$ cat config.mk
export PLATFORM = sky130hd
export DESIGN_NAME = drt_ctrl
export DESIGN_NICKNAME = d
export VERILOG_FILES = /design/src/drt_pkg.sv /design/src/drt_ctrl.sv
export SDC_FILE = /design/constraint.sdc
export NUM_CORES = 1
export LEC_CHECK = 0
export ABC_CLOCK_PERIOD_IN_PS = 1800
export BUFFER_PORTS_ARGS = -buffer_cell sky130_fd_sc_hd__buf_2
export CORE_MARGIN = 3
export CORE_UTILIZATION = 48
export DETAILED_ROUTE_END_ITERATION = 6
export PLACE_DENSITY = 0.81
export SLEW_MARGIN = 20
export SYNTH_ARGS = -nofsm -noshare
export SYNTH_HDL_FRONTEND = slang
export SYNTH_SLANG_ARGS = --single-unit
$ cat constraint.sdc
create_clock -name clk -period 1.8 [get_ports clk]
set_input_delay 0 -clock clk [delete_from_list [all_inputs] [get_ports clk]]
set_output_delay 0 -clock clk [all_outputs]
set_load 0.005 [all_outputs]
$ cat src/drt_pkg.sv
package drt_pkg;

  localparam int MaxRanges = 64;
  localparam int IdxW = $clog2(MaxRanges);
  localparam int CntW = $clog2(MaxRanges + 1);

  localparam logic [1:0] OpAdd   = 2'd0;
  localparam logic [1:0] OpMatch = 2'd1;
  localparam logic [1:0] OpList  = 2'd2;
  localparam logic [1:0] OpClear = 2'd3;

  // table write data select
  localparam logic [1:0] WselMerge = 2'd0;
  localparam logic [1:0] WselCopy  = 2'd1;
  localparam logic [1:0] WselNew   = 2'd2;

  // controller -> datapath
  typedef struct packed {
    logic load;      // capture input word, reset scan index
    logic scan;      // evaluate entry read at idx, idx++
    logic rd;        // issue read of entry at ra
    logic wr;        // write entry
    logic [1:0] wsel;  // merged, shift/compact copy or new entry
    logic inc;       // idx++
    logic dec;       // idx--
    logic set_hi1;   // idx <= hi+1
    logic set_last;  // idx <= count, stop <= 1
    logic fin_add;   // apply count change for add
    logic clr;       // count <= 0
    logic out_ld;    // load output register
  } drt_cmd_t;

  // datapath -> controller
  typedef struct packed {
    logic [1:0] op;
    logic empty_add;
    logic idx_end;   // idx == count
    logic found;
    logic stop;      // match/list early exit
    logic full;
    logic pos_hit;   // shift reached insert position
    logic drop_nz;
  } drt_sts_t;

endpackage

$ cat src/drt_ctrl.sv
module drt_ctrl (
  input  logic              clk,
  input  logic              rst,
  input  logic              in_valid,
  output logic              in_ready,
  output logic              out_valid,
  input  logic              out_ready,
  output drt_pkg::drt_cmd_t cmd,
  input  drt_pkg::drt_sts_t sts
);

  typedef enum logic [9:0] {
    S_IDLE  = 10'b0000000001,
    S_SCAN  = 10'b0000000010,
    S_WAIT  = 10'b0000000100,
    S_EVAL  = 10'b0000001000,
    S_CMPR  = 10'b0000010000,
    S_CMPW  = 10'b0000100000,
    S_SHFR  = 10'b0001000000,
    S_SHFW  = 10'b0010000000,
    S_FIN   = 10'b0100000000,
    S_OUT   = 10'b1000000000
  } state_t;

  state_t state, state_next;

  always_ff @(posedge clk) begin
    if (rst) state <= S_IDLE;
    else state <= state_next;
  end

  assign in_ready  = (state == S_IDLE) && !out_valid;

  logic out_v;
  always_ff @(posedge clk) begin
    if (rst) out_v <= 1'b0;
    else if (cmd.out_ld) out_v <= 1'b1;
    else if (out_ready) out_v <= 1'b0;
  end
  assign out_valid = out_v;

  always_comb begin
    cmd = '0;
    state_next = state;
    unique case (state)
      S_IDLE: begin
        if (in_valid && in_ready) begin
          cmd.load = 1'b1;
          state_next = S_SCAN;
        end
      end
      S_SCAN: begin
        if (sts.op == drt_pkg::OpClear) begin
          cmd.clr = 1'b1;
          state_next = S_FIN;
        end else if (sts.op == drt_pkg::OpAdd && sts.empty_add) begin
          state_next = S_FIN;
        end else if (sts.idx_end || sts.stop) begin
          state_next = S_EVAL;
        end else begin
          cmd.rd = 1'b1;
          state_next = S_WAIT;
        end
      end
      S_WAIT: begin
        cmd.scan = 1'b1;
        state_next = S_SCAN;
      end
      S_EVAL: begin
        if (sts.op != drt_pkg::OpAdd) begin
          state_next = S_FIN;
        end else if (sts.found) begin
          cmd.wr = 1'b1;
          cmd.wsel = drt_pkg::WselMerge;
          cmd.set_hi1 = 1'b1;
          state_next = sts.drop_nz ? S_CMPR : S_FIN;
        end else if (sts.full) begin
          state_next = S_FIN;
        end else begin
          cmd.set_last = 1'b1;
          state_next = S_SHFR;
        end
      end
      S_CMPR: begin
        if (sts.idx_end) begin
          state_next = S_FIN;
        end else begin
          cmd.rd = 1'b1;
          state_next = S_CMPW;
        end
      end
      S_CMPW: begin
        cmd.wr = 1'b1;
        cmd.wsel = drt_pkg::WselCopy;
        cmd.inc = 1'b1;
        state_next = S_CMPR;
      end
      S_SHFR: begin
        if (sts.pos_hit) begin
          cmd.wr = 1'b1;
          cmd.wsel = drt_pkg::WselNew;
          state_next = S_FIN;
        end else begin
          cmd.rd = 1'b1;
          state_next = S_SHFW;
        end
      end
      S_SHFW: begin
        cmd.wr = 1'b1;
        cmd.wsel = drt_pkg::WselCopy;
        cmd.dec = 1'b1;
        state_next = S_SHFR;
      end
      S_FIN: begin
        cmd.fin_add = 1'b1;
        state_next = S_OUT;
      end
      S_OUT: begin
        cmd.out_ld = 1'b1;
        state_next = S_IDLE;
      end
      default: state_next = S_IDLE;
    endcase
  end

endmodule

==> run metrics <==
RSZ-0062 raised after global routing true; DRC Markers 0; cell area after synthesis 801 um^2; final wirelength 2.60 mm; HP Class in -> reg; net count after synthesis 109; largest net degree at the start of global routing 9; layout cells sized above 1 50.7%; Synth area leader dfxtp_1; commonest cells after routing, fill and taps aside 26 x buf_2, 17 x buf_4, 9 x nor2_1; final slew viol count 0; Yosys reg bits 11; area of the die 2190 um^2; fin crit period 1.92 ns; Worst EP required 1.80 ns; post-synth cell types 42; dpl hpwl 1.58 mm; FF/Latch Area 230 um^2; VDD IR max 0.000459 V; GRT Residual Overflow 0; Mean Syn Cell Area 8.34 um^2; Die Wd 46.8 um; # fillers 111; Layout area overhead 52.5%; Synth Warn # 0; Critical Path Source Type flop; die height 46.8 um; CTS tree yes; top cells by area, synth dfxtp_1 28%, nor4_1 4.7%, nor2_1 4.2%; Final WS setup -0.120 ns; Setup TNS -0.291 ns; Max FO, Critical Path 4; core area 1540 um^2; Clock Skew 0.00144 ns; port bufs 27; Final ANT Viol Nets 0; Pwr Density 564 nW/um^2; initial antenna violation count 0; Crit. End Element output port; Sinks on Clock Net 11; final period utilization 107%; Pre-antenna DRT Iters 4; critical path class reg -> out; Max-Cap Viols 0; leading cell type in the layout, fill and taps excluded buf_2; Max Root-Sink Buffers 2; Seq/Total Area, Yosys 27.5%; Pleak 0.568 nW; Rows 14; Final Cell Area 1220 um^2; worst relative slew slack 69.5%; cells after synthesis 96; Initial Utilization 51.9%; multi-input logic area 608 um^2; routed vias 960; final hold slack 0.0241 ns; gr usage total 24.6%; Placed Area 986 um^2; Iter 0 DRT Violations 7; WL/cell 16.3 um; Final Power 0.688 mW; num ports 28; status finished, violations left; Worst-Margin Slew 0.452 ns; H-tree lvl count 1; arrival time at the worst endpoint 1.92 ns; Antenna diodes 0; failing checks setup timing; worst slack, placed 0.0228 ns; vias per inst 6.00; Reg clk slew, reported paths 0.07 ns; first-pass GRT wire length 3.84 mm; Inserted Clock Buffers 3; Root Driver clkbuf_4; Placer Congestion 0.810; Final #Nets 158; vias in the first global route 875; Final setup viols 7; Final Hold Vio Count 0; clock latency on the worst-skew pair 0.27 ns; Synth top area share 27.5%; Fmax 521 MHz
## kinds of logic after synthesis
logic type      synth area share (%)
simple gates                    46.9
compound gates                  15.6
flops                           27.5
buf+inv                         5.62
xor+xnor                        4.38
## power breakdown
group / switching, mW / total, mW / internal, mW
Sequential: 0.0178 / 0.273 / 0.256
Combinational: 0.118 / 0.246 / 0.128
Clock: 0.0830 / 0.169 / 0.0858
## synthesized netlist by cell type
cell,number
nor4_1,6
nor4b_4,1
o21bai_1,1
nor3_4,1
nand4b_1,1
a21boi_0,1
o21ai_1,1
o21ai_0,5
o21a_1,1
or4b_1,1
o21ba_1,1
nor2_1,9
nor3_1,6
nor2b_1,2
a2111oi_0,1
nand3b_1,1
and3b_1,1
a31oi_1,1
nor3b_2,1
xor2_1,2
and2_1,5
nor4_4,1
nand4_1,2
or4b_4,1
nor4b_2,1
nor4b_1,2
o21ba_2,1
dfxtp_1,11
nand3_1,1
a41o_1,1
inv_1,4
clkbuf_1,1
nand2_1,4
xnor2_1,2
or2_1,1
buf_6,1
buf_2,3
and3_1,1
or3_4,1
a22oi_1,1
nand2b_1,3
a21oi_1,4
## routing by layer
layer	share of wire (%)	global-route usage, %	vias to the layer above
li1	-	-	458
met5	0	0	-
met4	2.2	8.29	0
met1	42	29.7	453
met3	5.9	6.90	8
met2	50	42.0	41
## worst paths after layout
| check | startpoint | to | slack, ns | depth (start not counted) |
|---|---|---|---|---|
| worst max-delay path | state[0] | cmd[10] | -0.12 | 6 |
| worst min-delay path | out_ready | out_valid | 0.02 | 4 |
| worst max register to register | state[8] | state[8] | 0.02 | 6 |
| worst min register to register | state[1] | state[1] | 0.50 | 1 |
## area by class of cell
cell class | instances | area share (%)
timing repair buffer | 49 | 26.3
clock buffer | 4 | 2.15
sequential | 11 | 18.9
inverter | 4 | 1.23
tap | 16 | 1.64
multi-input combinational | 76 | 49.8
## flip-flops by register name, summed over array words and instances, names as in the netlist
signal,cells
out_valid,1
state,10
## stage by stage
stage               cells  util (%)
floorplan              96         -
global placement      142      64.0
detailed placement    142      64.0
CTS                   155      73.3
global route          160      79.2
finish                160      79.2
## worst max-delay path, cell delays in order, from the launching register on
cell and delay, ns:
dfxtp_2 0.35, or4b_4 0.54, nor4_2 0.17, nand2_1 0.13, o21a_1 0.19, o21ai_1 0.13
buf_2 0.14
## timing repair
item	CTS	global route
pin swaps	7	4
resized for setup	13	9
endpoints found under the hold margin	4	0
buffers inserted	6	5
hold buffers	3	0
setup endpoints to repair	9	12
No activity file was read; power rests on OpenSTA's default activity.
